===== src/rtl/sbus_frame_encoder_scaled_core_assert.svh =====
// Assertion macros for the SBUS frame encoder core.
`ifndef SBUS_FRAME_ENCODER_SCALED_CORE_ASSERT_SVH
`define SBUS_FRAME_ENCODER_SCALED_CORE_ASSERT_SVH

// Same-cycle implication, sampled on clk, off during reset.
`define SBUSFE_ASSERT_NOW(label, ante, cons, msg) \
  label: assert property (@(posedge clk) disable iff (rst) (ante) |-> (cons)) \
    else $error(msg);

// Next-cycle implication, sampled on clk, off during reset.
`define SBUSFE_ASSERT_NEXT(label, ante, cons, msg) \
  label: assert property (@(posedge clk) disable iff (rst) (ante) |=> (cons)) \
    else $error(msg);

`endif


===== src/rtl/sbusfe_pkg.sv =====
`default_nettype none

package sbusfe_pkg;

  localparam int NUM_W     = 26;
  localparam int NUM_MAG_W = 25;
  localparam int DIV_W     = 12;
  localparam int QUOT_W    = 12;
  localparam int CODE_W    = 11;
  localparam int BYTE_W    = 8;
  localparam int STORE_W   = 18;
  localparam int HELD_W    = 5;
  localparam int IDX_W     = 5;

  localparam logic [CODE_W-1:0] CODE_MAX = 11'h7FF;

  localparam logic [BYTE_W-1:0] FRAME_HEADER = 8'h0F;
  localparam logic [BYTE_W-1:0] FRAME_FOOTER = 8'h00;
  localparam logic [IDX_W-1:0]  FOOTER_INDEX = 5'd24;

  localparam logic [1:0] REG_IN_LOW   = 2'd0;
  localparam logic [1:0] REG_IN_HIGH  = 2'd1;
  localparam logic [1:0] REG_OUT_LOW  = 2'd2;
  localparam logic [1:0] REG_OUT_HIGH = 2'd3;

  localparam logic [11:0] IN_LOW_RESET   = 12'd1000;
  localparam logic [11:0] IN_HIGH_RESET  = 12'd2000;
  localparam logic [10:0] OUT_LOW_RESET  = 11'd173;
  localparam logic [10:0] OUT_HIGH_RESET = 11'd1811;

  typedef enum logic [9:0] {
    S_IDLE  = 10'b00_0000_0001,
    S_MUL_A = 10'b00_0000_0010,
    S_MUL_B = 10'b00_0000_0100,
    S_ADD   = 10'b00_0000_1000,
    S_SIGN  = 10'b00_0001_0000,
    S_DIV   = 10'b00_0010_0000,
    S_PACK  = 10'b00_0100_0000,
    S_EMIT  = 10'b00_1000_0000,
    S_FLAG  = 10'b01_0000_0000,
    S_FOOT  = 10'b10_0000_0000
  } state_t;

endpackage

`default_nettype wire


===== src/rtl/sbusfe_div.sv =====
`default_nettype none

// Restoring divider, one quotient bit per cycle, MSB first.
// Quotient MSB set means the true quotient is 2^(QUOT_W-1) or more.
module sbusfe_div (
  input  logic                             clk,
  input  logic                             rst,
  input  logic                             start,
  input  logic [sbusfe_pkg::NUM_MAG_W-1:0] dividend,
  input  logic [sbusfe_pkg::DIV_W-1:0]     divisor,
  output logic                             done,
  output logic [sbusfe_pkg::QUOT_W-1:0]    quotient
);

  localparam int STEP_W = $clog2(sbusfe_pkg::QUOT_W);

  logic                             busy;
  logic [STEP_W-1:0]                step;
  logic [sbusfe_pkg::NUM_MAG_W-1:0] rem;
  logic [sbusfe_pkg::NUM_MAG_W-1:0] dvs;
  logic                             ge;

  assign ge = (rem >= dvs);

  always_ff @(posedge clk) begin
    if (rst) begin
      busy <= 1'b0;
      done <= 1'b0;
      step <= '0;
    end else begin
      done <= 1'b0;
      if (start) begin
        busy <= 1'b1;
        step <= STEP_W'(sbusfe_pkg::QUOT_W - 1);
      end else if (busy) begin
        step <= step - 1'b1;
        if (step == '0) begin
          busy <= 1'b0;
          done <= 1'b1;
        end
      end
    end
  end

  always_ff @(posedge clk) begin
    if (start) begin
      rem <= dividend;
      dvs <= sbusfe_pkg::NUM_MAG_W'(divisor) << (sbusfe_pkg::QUOT_W - 1);
    end else if (busy) begin
      if (ge) begin
        rem <= rem - dvs;
      end
      dvs      <= dvs >> 1;
      quotient <= {quotient[sbusfe_pkg::QUOT_W-2:0], ge};
    end
  end

endmodule

`default_nettype wire


===== src/rtl/sbus_frame_encoder_scaled_core.sv =====
// SBUS frame encoder with linear scaling. Feed channel values 0..15 in order, one
// transaction each; the core maps each from [in_low, in_high] onto [out_low, out_high]
// (truncated toward zero, clamped to 0..2047), packs the 11-bit codes LSB first and
// emits the 25-byte frame (header 0x0F, 22 data bytes, flags, footer 0x00) one byte per
// output transaction, with byte_index and frame_end on the footer. Each accepted item
// goes through the shared 13x13 multiplier and adder (MUL_A, MUL_B, ADD), a sign step,
// the 12-step restoring divide by the input span (bypassed on a zero span or a negative
// quotient), a pack step, one emit step per byte while the output slot is free and a
// closing step (flags and footer follow the last channel); the core then returns to idle.
// item_stall stays high until the item is done: for the last channel, until the footer
// is loaded into the output register; otherwise through the closing emit step after
// the last byte, which waits for a free output slot. Config writes are taken only when
// the core is idle and the output register is empty.
`default_nettype none
`include "sbus_frame_encoder_scaled_core_assert.svh"

module sbus_frame_encoder_scaled_core #(
  parameter int CHANNEL_COUNT = 16
) (
  input  logic        clk,
  input  logic        rst,
  input  logic        item_valid,
  output logic        item_stall,
  input  logic [11:0] channel_value,
  input  logic        signal_loss,
  input  logic        failsafe,
  output logic        byte_valid,
  input  logic        byte_stall,
  output logic [7:0]  frame_byte,
  output logic [4:0]  byte_index,
  output logic        frame_end,
  input  logic        cfg_valid,
  output logic        cfg_ready,
  input  logic [1:0]  cfg_index,
  input  logic [11:0] cfg_data
);

  localparam int CH_W = $clog2(CHANNEL_COUNT);

  sbusfe_pkg::state_t state;

  logic [11:0] in_low;
  logic [11:0] in_high;
  logic [10:0] out_low;
  logic [10:0] out_high;

  logic [11:0] value;
  logic        loss;
  logic        fs;

  logic signed [sbusfe_pkg::NUM_W-1:0]   prod;
  logic signed [sbusfe_pkg::NUM_W-1:0]   acc;
  logic        [sbusfe_pkg::CODE_W-1:0]  code;

  logic [sbusfe_pkg::STORE_W-1:0] bit_store;
  logic [sbusfe_pkg::HELD_W-1:0]  bits_held;
  logic [sbusfe_pkg::IDX_W-1:0]   byte_count;
  logic [CH_W-1:0]                channel_count;
  logic                           hdr_pending;

  logic signed [12:0] span;
  logic signed [12:0] out_span;
  logic signed [12:0] v_off;
  logic signed [12:0] mul_a;
  logic signed [12:0] mul_b;
  logic signed [sbusfe_pkg::NUM_W-1:0] mul_p;

  logic [sbusfe_pkg::NUM_MAG_W-1:0] acc_abs;
  logic [sbusfe_pkg::DIV_W-1:0]     span_abs;
  logic                             quot_neg;
  logic                             div_start;
  logic                             div_done;
  logic [sbusfe_pkg::QUOT_W-1:0]    div_q;

  logic                           slot_free;
  logic                           last_ch;
  logic                           emit_load;
  logic [sbusfe_pkg::BYTE_W-1:0]  emit_byte;
  logic                           emit_end;

  assign item_stall = rst || (state != sbusfe_pkg::S_IDLE);
  assign cfg_ready  = !rst && (state == sbusfe_pkg::S_IDLE) && !byte_valid;
  assign slot_free  = !byte_valid || !byte_stall;
  assign last_ch    = (channel_count == CH_W'(CHANNEL_COUNT - 1));

  assign span     = $signed({1'b0, in_high}) - $signed({1'b0, in_low});
  assign out_span = $signed({2'b0, out_high}) - $signed({2'b0, out_low});
  assign v_off    = $signed({1'b0, value}) - $signed({1'b0, in_low});

  // shared multiplier: out_low*span, then offset*out_span
  assign mul_a = (state == sbusfe_pkg::S_MUL_A) ? $signed({2'b0, out_low}) : v_off;
  assign mul_b = (state == sbusfe_pkg::S_MUL_A) ? span : out_span;
  assign mul_p = mul_a * mul_b;

  assign acc_abs   = acc[sbusfe_pkg::NUM_W-1] ? sbusfe_pkg::NUM_MAG_W'(-acc)
                                              : sbusfe_pkg::NUM_MAG_W'(acc);
  assign span_abs  = span[12] ? sbusfe_pkg::DIV_W'(-span) : sbusfe_pkg::DIV_W'(span);
  assign quot_neg  = acc[sbusfe_pkg::NUM_W-1] ^ span[12];
  assign div_start = (state == sbusfe_pkg::S_SIGN) && (span != '0) && !quot_neg;

  sbusfe_div u_div (
    .clk      (clk),
    .rst      (rst),
    .start    (div_start),
    .dividend (acc_abs),
    .divisor  (span_abs),
    .done     (div_done),
    .quotient (div_q)
  );

  always_comb begin
    emit_load = 1'b0;
    emit_byte = sbusfe_pkg::FRAME_HEADER;
    emit_end  = 1'b0;
    if (slot_free) begin
      if (state == sbusfe_pkg::S_EMIT) begin
        if (hdr_pending) begin
          emit_load = 1'b1;
        end else if (bits_held >= 5'(sbusfe_pkg::BYTE_W)) begin
          emit_load = 1'b1;
          emit_byte = bit_store[sbusfe_pkg::BYTE_W-1:0];
        end
      end else if (state == sbusfe_pkg::S_FLAG) begin
        emit_load = 1'b1;
        emit_byte = {4'b0, fs, loss, 2'b0};
      end else if (state == sbusfe_pkg::S_FOOT) begin
        emit_load = 1'b1;
        emit_byte = sbusfe_pkg::FRAME_FOOTER;
        emit_end  = 1'b1;
      end
    end
  end

  always_ff @(posedge clk) begin
    if (rst) begin
      state         <= sbusfe_pkg::S_IDLE;
      in_low        <= sbusfe_pkg::IN_LOW_RESET;
      in_high       <= sbusfe_pkg::IN_HIGH_RESET;
      out_low       <= sbusfe_pkg::OUT_LOW_RESET;
      out_high      <= sbusfe_pkg::OUT_HIGH_RESET;
      bit_store     <= '0;
      bits_held     <= '0;
      byte_count    <= '0;
      channel_count <= '0;
      hdr_pending   <= 1'b0;
      byte_valid    <= 1'b0;
    end else begin
      if (cfg_valid && cfg_ready) begin
        unique case (cfg_index)
          sbusfe_pkg::REG_IN_LOW:   in_low   <= cfg_data;
          sbusfe_pkg::REG_IN_HIGH:  in_high  <= cfg_data;
          sbusfe_pkg::REG_OUT_LOW:  out_low  <= cfg_data[10:0];
          sbusfe_pkg::REG_OUT_HIGH: out_high <= cfg_data[10:0];
        endcase
      end

      if (emit_load) begin
        byte_valid <= 1'b1;
        byte_count <= emit_end ? '0 : byte_count + 1'b1;
      end else if (!byte_stall) begin
        byte_valid <= 1'b0;
      end

      unique case (state)
        sbusfe_pkg::S_IDLE: begin
          if (item_valid) begin
            state <= sbusfe_pkg::S_MUL_A;
          end
        end
        sbusfe_pkg::S_MUL_A: state <= sbusfe_pkg::S_MUL_B;
        sbusfe_pkg::S_MUL_B: state <= sbusfe_pkg::S_ADD;
        sbusfe_pkg::S_ADD:   state <= sbusfe_pkg::S_SIGN;
        sbusfe_pkg::S_SIGN: begin
          state <= div_start ? sbusfe_pkg::S_DIV : sbusfe_pkg::S_PACK;
        end
        sbusfe_pkg::S_DIV: begin
          if (div_done) begin
            state <= sbusfe_pkg::S_PACK;
          end
        end
        sbusfe_pkg::S_PACK: begin
          hdr_pending <= (channel_count == '0);
          if (channel_count == '0) begin
            bit_store  <= sbusfe_pkg::STORE_W'(code);
            bits_held  <= sbusfe_pkg::HELD_W'(sbusfe_pkg::CODE_W);
            byte_count <= '0;
          end else begin
            bit_store <= bit_store | (sbusfe_pkg::STORE_W'(code) << bits_held);
            bits_held <= bits_held + sbusfe_pkg::HELD_W'(sbusfe_pkg::CODE_W);
          end
          state <= sbusfe_pkg::S_EMIT;
        end
        sbusfe_pkg::S_EMIT: begin
          if (slot_free) begin
            if (hdr_pending) begin
              hdr_pending <= 1'b0;
            end else if (bits_held >= 5'(sbusfe_pkg::BYTE_W)) begin
              bit_store <= bit_store >> sbusfe_pkg::BYTE_W;
              bits_held <= bits_held - 5'(sbusfe_pkg::BYTE_W);
            end else if (last_ch) begin
              state <= sbusfe_pkg::S_FLAG;
            end else begin
              channel_count <= channel_count + 1'b1;
              state         <= sbusfe_pkg::S_IDLE;
            end
          end
        end
        sbusfe_pkg::S_FLAG: begin
          if (slot_free) begin
            state <= sbusfe_pkg::S_FOOT;
          end
        end
        sbusfe_pkg::S_FOOT: begin
          if (slot_free) begin
            channel_count <= '0;
            bit_store     <= '0;
            bits_held     <= '0;
            state         <= sbusfe_pkg::S_IDLE;
          end
        end
        default: state <= sbusfe_pkg::S_IDLE;
      endcase
    end
  end

  always_ff @(posedge clk) begin
    if (state == sbusfe_pkg::S_IDLE && item_valid) begin
      value <= channel_value;
      loss  <= signal_loss;
      fs    <= failsafe;
    end

    if (state == sbusfe_pkg::S_MUL_A) begin
      prod <= mul_p;
    end else if (state == sbusfe_pkg::S_MUL_B) begin
      acc  <= prod;
      prod <= mul_p;
    end else if (state == sbusfe_pkg::S_ADD) begin
      acc <= acc + prod;
    end

    if (state == sbusfe_pkg::S_SIGN) begin
      if (span == '0) begin
        code <= out_low;
      end else if (quot_neg) begin
        code <= '0;
      end
    end else if (state == sbusfe_pkg::S_DIV && div_done) begin
      code <= div_q[sbusfe_pkg::QUOT_W-1] ? sbusfe_pkg::CODE_MAX
                                          : div_q[sbusfe_pkg::CODE_W-1:0];
    end

    if (emit_load) begin
      frame_byte <= emit_byte;
      byte_index <= byte_count;
      frame_end  <= emit_end;
    end
  end

  `SBUSFE_ASSERT_NOW(a_footer_index, byte_valid && frame_end,
    byte_index == sbusfe_pkg::FOOTER_INDEX, "footer byte not at frame position 24")
  `SBUSFE_ASSERT_NEXT(a_footer_wraps, emit_load && emit_end,
    channel_count == '0 && bits_held == '0 && byte_count == '0,
    "frame state not cleared with footer")
  `SBUSFE_ASSERT_NOW(a_idle_drained, state == sbusfe_pkg::S_IDLE,
    bits_held < 5'(sbusfe_pkg::BYTE_W), "whole byte left in bit store at idle")
  `SBUSFE_ASSERT_NEXT(a_item_starts, item_valid && !item_stall,
    state == sbusfe_pkg::S_MUL_A, "accepted item did not start the multiply")

endmodule

`default_nettype wire


===== config.mk =====
export PLATFORM = sky130hd
export DESIGN_NAME = sbus_frame_encoder_scaled_core
export DESIGN_NICKNAME = d
export VERILOG_FILES = /design/src/rtl/sbusfe_pkg.sv /design/src/rtl/sbusfe_div.sv /design/src/rtl/sbus_frame_encoder_scaled_core.sv
export VERILOG_INCLUDE_DIRS = /design/src /design/src/rtl
export SDC_FILE = /design/constraint.sdc
export NUM_CORES = 1
export LEC_CHECK = 0
export ABC_AREA = 1
export BUFFER_PORTS_ARGS = -buffer_cell sky130_fd_sc_hd__buf_2
export CAP_MARGIN = 40
export CORE_MARGIN = 4
export CORE_UTILIZATION = 35
export DETAILED_ROUTE_END_ITERATION = 8
export HOLD_SLACK_MARGIN = 0.1
export PLACE_DENSITY = 0.6
export SYNTH_ARGS = -nofsm -noshare
export SYNTH_HDL_FRONTEND = slang
export SYNTH_HIERARCHICAL = 1
export SYNTH_SLANG_ARGS = --single-unit

===== constraint.sdc =====
create_clock -name clk -period 6.7 [get_ports clk]
set_input_delay 0.335 -clock clk [delete_from_list [all_inputs] [get_ports clk]]
set_output_delay 0.335 -clock clk [all_outputs]
set_load 0.01 [all_outputs]

# ---- Word-level counts from Yosys, hierarchy flattened
# Index checks and enable logic that the tools add are counted.
dict set report word_totals {
  regBits 247
  out_inout_bits 17
  elab_cells 189
  in_bits 33
}
dict set report op_classes {
  n_lt_le_gt_ge 2
  n_mux 74
  bitwise_logic 5
  n_reduce_logical 40
  n_mul 1
  eq_ne 26
  addsub 12
  n_shift 1
}
# op count
set op_table {}
lappend op_table {{26-bit 2-to-1 mux} 4}
lappend op_table {{25-bit 2-to-1 mux} 4}
lappend op_table {{10-bit case mux with 10 select lines} 1}
lappend op_table {{18-bit 2-to-1 mux} 5}
lappend op_table {{10-bit 2-to-1 mux} 7}
lappend op_table {{11-bit 2-to-1 mux} 5}
lappend op_table {{18-bit case mux with 3 select lines} 1}
lappend op_table {{23-bit 2-to-1 mux} 2}
lappend op_table {{5-bit 2-to-1 mux} 9}
lappend op_table {{4-bit 2-to-1 mux} 9}
lappend op_table {{26-bit adder} 1}
lappend op_table {{13-bit by 13-bit multiplier with 26-bit output} 1}
lappend op_table {{13-bit 2-to-1 mux} 2}
lappend op_table {{12-bit by 12-bit subtractor with 13-bit output} 2}
lappend op_table {{25-bit by 23-bit >= comparator with 1-bit output} 1}
lappend op_table {{25-bit negation} 1}
lappend op_table {{25-bit by 23-bit subtractor with 25-bit output} 1}
lappend op_table {{8-bit 2-to-1 mux} 3}
lappend op_table {{18-bit bitwise OR} 1}
lappend op_table {{2-bit AND reduction} 9}
lappend op_table {{11-bit by 5-bit << shifter with 18-bit output} 1}
lappend op_table {{1-bit 2-to-1 mux} 16}
lappend op_table {{5-bit case mux with 3 select lines} 1}
lappend op_table {{2-bit inequality test, second input constant} 7}
lappend op_table {{other kinds (45)} 67}

# ---- Logic depth before layout (Yosys ltp)
dict set report depth {
  ltp_word 9
  ltp_mapped 38
  mapped_depth_nobuf 37
}

# ---- By module
# The synthesis kept the hierarchy.
# module area_per_inst_um2 cells_each instances seq_area_each_um2
set by_module_without_submodules {}
lappend by_module_without_submodules {sbus_frame_encoder_scaled_core 18315.1 2270 1 4534.3}
lappend by_module_without_submodules {sbusfe_div 4433.0 628 1 1811.7}

# ---- Worst setup path before layout
# Ideal clock, no wire load.
dict set report synth_timing {
  path_kind {register to register}
  startpoint {register in_high[0]}
  endpoint {register prod[18] (netlist bit), data pin}
  required_ns 6.448
  slack_ns -0.201
  setup_ns 0.252
  arrival_ns 6.649
  path_stages_with_launch 32
  cell_sequence {dfxtp_1 -> inv_1 -> ha_1 -> fa_1 -> inv_1 -> nand3_1 -> nand2_1 -> nand2_1 -> nand2_1 -> inv_1 -> o21ai_4 -> inv_2 -> o21ai_4 -> inv_2 -> nand2_1 -> fa_1 -> fa_1 -> inv_1 -> fa_1 -> fa_1 -> fa_1 -> inv_1 -> fa_1 -> inv_1 -> ha_1 -> nand2_1 -> nor4_1 -> a211oi_1 -> o21ai_0 -> nand3_1 -> nand3_1 -> nand2_1}
}
dict set report synth_between {
  elab_chain_cells 5
}
# item line
set synth_lines {}
lappend synth_lines {{start: declaration} sbus_frame_encoder_scaled_core.sv:43} ;# logic [11:0] in_high;
lappend synth_lines {{start signal: assignment} sbus_frame_encoder_scaled_core.sv:138} ;# in_high <= sbusfe_pkg::IN_HIGH_RESET;
lappend synth_lines {{start signal: assignment} sbus_frame_encoder_scaled_core.sv:151} ;# sbusfe_pkg::REG_IN_HIGH: in_high <= cfg_data;
lappend synth_lines {{12-bit by 12-bit subtractor with 13-bit output (*)} sbus_frame_encoder_scaled_core.sv:86} ;# assign span = $signed({1'b0, in_high}) - $signed({1'b0, in_low});
lappend synth_lines {{13-bit 2-to-1 mux (*)} sbus_frame_encoder_scaled_core.sv:92} ;# assign mul_b = (state == sbusfe_pkg::S_MUL_A) ? span : out_span;
lappend synth_lines {{13-bit by 13-bit multiplier with 26-bit output (*)} sbus_frame_encoder_scaled_core.sv:93} ;# assign mul_p = mul_a * mul_b;
lappend synth_lines {{named net mul_p, one bit} sbus_frame_encoder_scaled_core.sv:66} ;# logic signed [sbusfe_pkg::NUM_W-1:0] mul_p;
lappend synth_lines {{26-bit 2-to-1 mux} sbus_frame_encoder_scaled_core.sv:235} ;# end else if (state == sbusfe_pkg::S_MUL_B) begin
lappend synth_lines {{26-bit 2-to-1 mux (*)} sbus_frame_encoder_scaled_core.sv:233} ;# if (state == sbusfe_pkg::S_MUL_A) begin
lappend synth_lines {{end signal: assignment} sbus_frame_encoder_scaled_core.sv:234} ;# prod <= mul_p;
lappend synth_lines {{end signal: assignment} sbus_frame_encoder_scaled_core.sv:237} ;# prod <= mul_p;
lappend synth_lines {{end: declaration} sbus_frame_encoder_scaled_core.sv:51} ;# logic signed [sbusfe_pkg::NUM_W-1:0] prod;
# The timed path passes the listed nets; every way through them passes the cells marked *. The select of a mux whose other input is x is not followed.
# A chain may end at the register's enable or synchronous reset.

# ---- Worst setup path after layout
dict set report layout_timing {
  startpoint {register in_high[0]}
  endpoint {register prod[25] (netlist bit), data pin}
}
# The elaborated chain is that of the path after synthesis.

==> flow_summary.yaml <==
sta:
  min_period_ns: 6.69
  worst_pin_slew_ns: 0.839
  finClkSkew_ns: 0.0131
  fin_crit_sh_pct: 99.8
  finalHoldViolCount: 0
  maxSlewViolCount: 0
  slew_headroom_pct: 43.9
  setup_viol: 0
  clock.fmax_mhz: 150
  rsz0062_at_grt: "yes"
routing:
  drc: 0
  routed_via_density: 4.86
  wl_per_cell_um: 15.4
  vias: 19900
  totalWireLength_um: 63100
  ant_nets: 0
  dr.pass1.iters: 5
  drt_iter0_markers: 1221
cells_and_area:
  layout_commonest_cell: "nand2_1"
  multiInputGateArea_um2: 15000
  layout_common_cells: "651 x nand2_1, 497 x inv_1, 250 x buf_4"
  fin_nets: 3577
  syn2layout_area_growth_pct: 23.4
  num-fill-cells: 6401
  register_area_um2: 6350
  diodes: 0
  fin_util_pct: 43.6
  drive_gt1_share_pct: 19.8
synth:
  yosys_warnings: 6
  synth_ff_type: "edfxtp_1"
  seq_area_frac_synth_pct: 27.9
  syn_nets: 3256
  synth_edf_count: 140
  synth_area_per_cell_um2: 7.85
  synthArstFlopShare_pct: 0
  ys_seq_elements: 247
  ys_types: 61
  synthCells: 2898
  synth.cell_area_um2: 22700
grt:
  grt_usage_pct: 17.7
  antenna_found_initial: 0
  grt_pass1_wl_um: 102000
  first_global_vias: 19300
  grt_max_degree: 48
  gr-total-overflow: 0
worst_setup_path:
  max_stage_delay_ns: 0.54
  critPathKind: "reg -> reg"
  cp_common_cell: "nand2_1"
  cpMaxStageDelayCell: "fa_1"
  path_max_fanout: 4
  cp-end-kind: "register"
  required_ns: 7.03
  worstPathArrival_ns: 7.02
  cp-start-kind: "register"
clock_tree:
  cts_root_buf: "clkbuf_16"
  cts_tree: "done"
  clockBufferDepth: 3
  cts_sinks: 247
  clk_latency_ns: 0.59
  clk_pin_slew_ns: 0.06
  h-tree-depth: 1
  cts_inserted_buffers: 29
status:
  status: "complete, no violations"
flow_run:
  cap_violations: 0
placement:
  gp_congestion: 0.905
  hpwl_um: 50800
  io_buffer_count: 49
floorplan:
  io_pins: 50
  die_y_um: 263
  die_area_um2: 69100
  start_util_pct: 35.4
  core.rowCount: 93
  die_x_um: 263
  core_um2: 64300
min_path:
  hold_class: "in -> reg"
final cells by class:
cell class              instances  area share [%]
well taps                     855            3.81
clock inverters                20           0.789
inverters                     542            7.26
flip-flops and latches        247            22.6
multi-input cells            2058            53.3
clock buffers                  34            2.84
repair buffers                341            9.38
cells by family after synthesis:
group / after synthesis / synth area share, %
simple gates: 1199 / 23.1
buf+inv: 593 / 10.0
compound gates: 441 / 11.9
fa+ha+maj: 325 / 23.4
flops: 247 / 27.9
xor+xnor: 91 / 3.50
mux: 2 / 0.0880
final timing paths:
check | from | end | slack, ns | depth (start not counted)
setup / recovery | in_high[0] | prod[25] | 0.01 | 34
hold / removal | rst | bits_held[0] | 0.14 | 2
setup reg to reg | in_high[0] | prod[25] | 0.01 | 34
hold reg to reg | byte_count[4] | byte_index[4] | 0.44 | 0
worst max-delay path, delay by kind of cell (launching register included):
kind	cells	cell delay (ns)
adder cells (fa/ha/maj)	9	3.83
XOR/XNOR	1	0.14
AO/OA/AOI/OAI	4	0.56
flip-flops	1	0.32
AND/OR/NAND/NOR	12	1.05
buffers and inverters	8	0.51
sequential cells by signal, summed over array words and instances, names as in the netlist, 5 cells and up:
register	cells
acc	26
prod	26
u_div/rem	25
u_div/dvs	23
bit_store	18
in_high	12
in_low	12
u_div/quotient	12
value	12
code	11
out_high	11
out_low	11
state	10
frame_byte	8
bits_held	5
byte_count	5
byte_index	5
cell usage after synthesis, types with 5 or more instances:
master      n  area [um^2]
nand3_1   130          651
nand2_1   673         2530
nor2_4     12          135
buf_2       8         40.0
nand3b_1    9         67.6
ha_1      157         1960
nand4_1    29          181
nand2_2    15         93.8
o21bai_1    9         67.6
inv_2      24         90.1
clkbuf_1   35          131
o21a_1      5         37.5
a21oi_1   126          631
fa_1      168         3360
a211oi_2    6         75.1
a31oi_1    10         62.6
nor2_2      8         50.1
a211oi_1   14          105
o21ai_0   154          771
nor2_1    243          912
o21ai_2    20          175
nand2_4     7         78.8
o22ai_1    18          113
a21o_1      6         45.0
xnor2_1    27          236
o21ai_1     7         35.0
nor3_1     21          105
nand3_2     6         60.1
buf_4       5         37.5
xor2_1     64          561
o211ai_1   31          233
o21ai_4     9          146
or2_2      11         68.8
dfxtp_1   107         2140
inv_1     514         1930
a22oi_1     6         45.0
nor4_1     12         75.1
edfxtp_1  140         4200
metal layers:
layer / GRT usage [%] / part of all wire [%]
met3: 1.80 / 4.7
met2: 29.6 / 47
met5: 0 / 0
met4: 3.50 / 2.1
met1: 25.2 / 46
timing repair:
action,4_1_cts,5_1_grt
pin swaps,40,66
setup buffers,9,15
setup endpoints to repair,11,15
hold buffers,27,0
gates resized for setup,74,100
endpoints found under the hold margin,39,0
stage by stage:
stage | setup TNS (ns) | cells | hold WS [ns] | cell area, um^2 | setup slack, ns
3_5_place_dp | -2.70 | 3992 | 0.426 | 25800 | -0.371
6_report | 0 | 4097 | 0.139 | 28100 | 0.0124
5_1_grt | -1.99 | 4097 | 0.138 | 28100 | -0.293
4_1_cts | 0 | 4082 | 0.115 | 27500 | 0.000214
2_1_floorplan | 0 | 2898 | 0.404 | 22800 | 0.00947
3_3_place_gp | -1.78 | 3989 | 0.429 | 25700 | -0.323
Power is not shown: default switching activity piles up to over one toggle a cycle in this logic, so the estimate is an artifact.
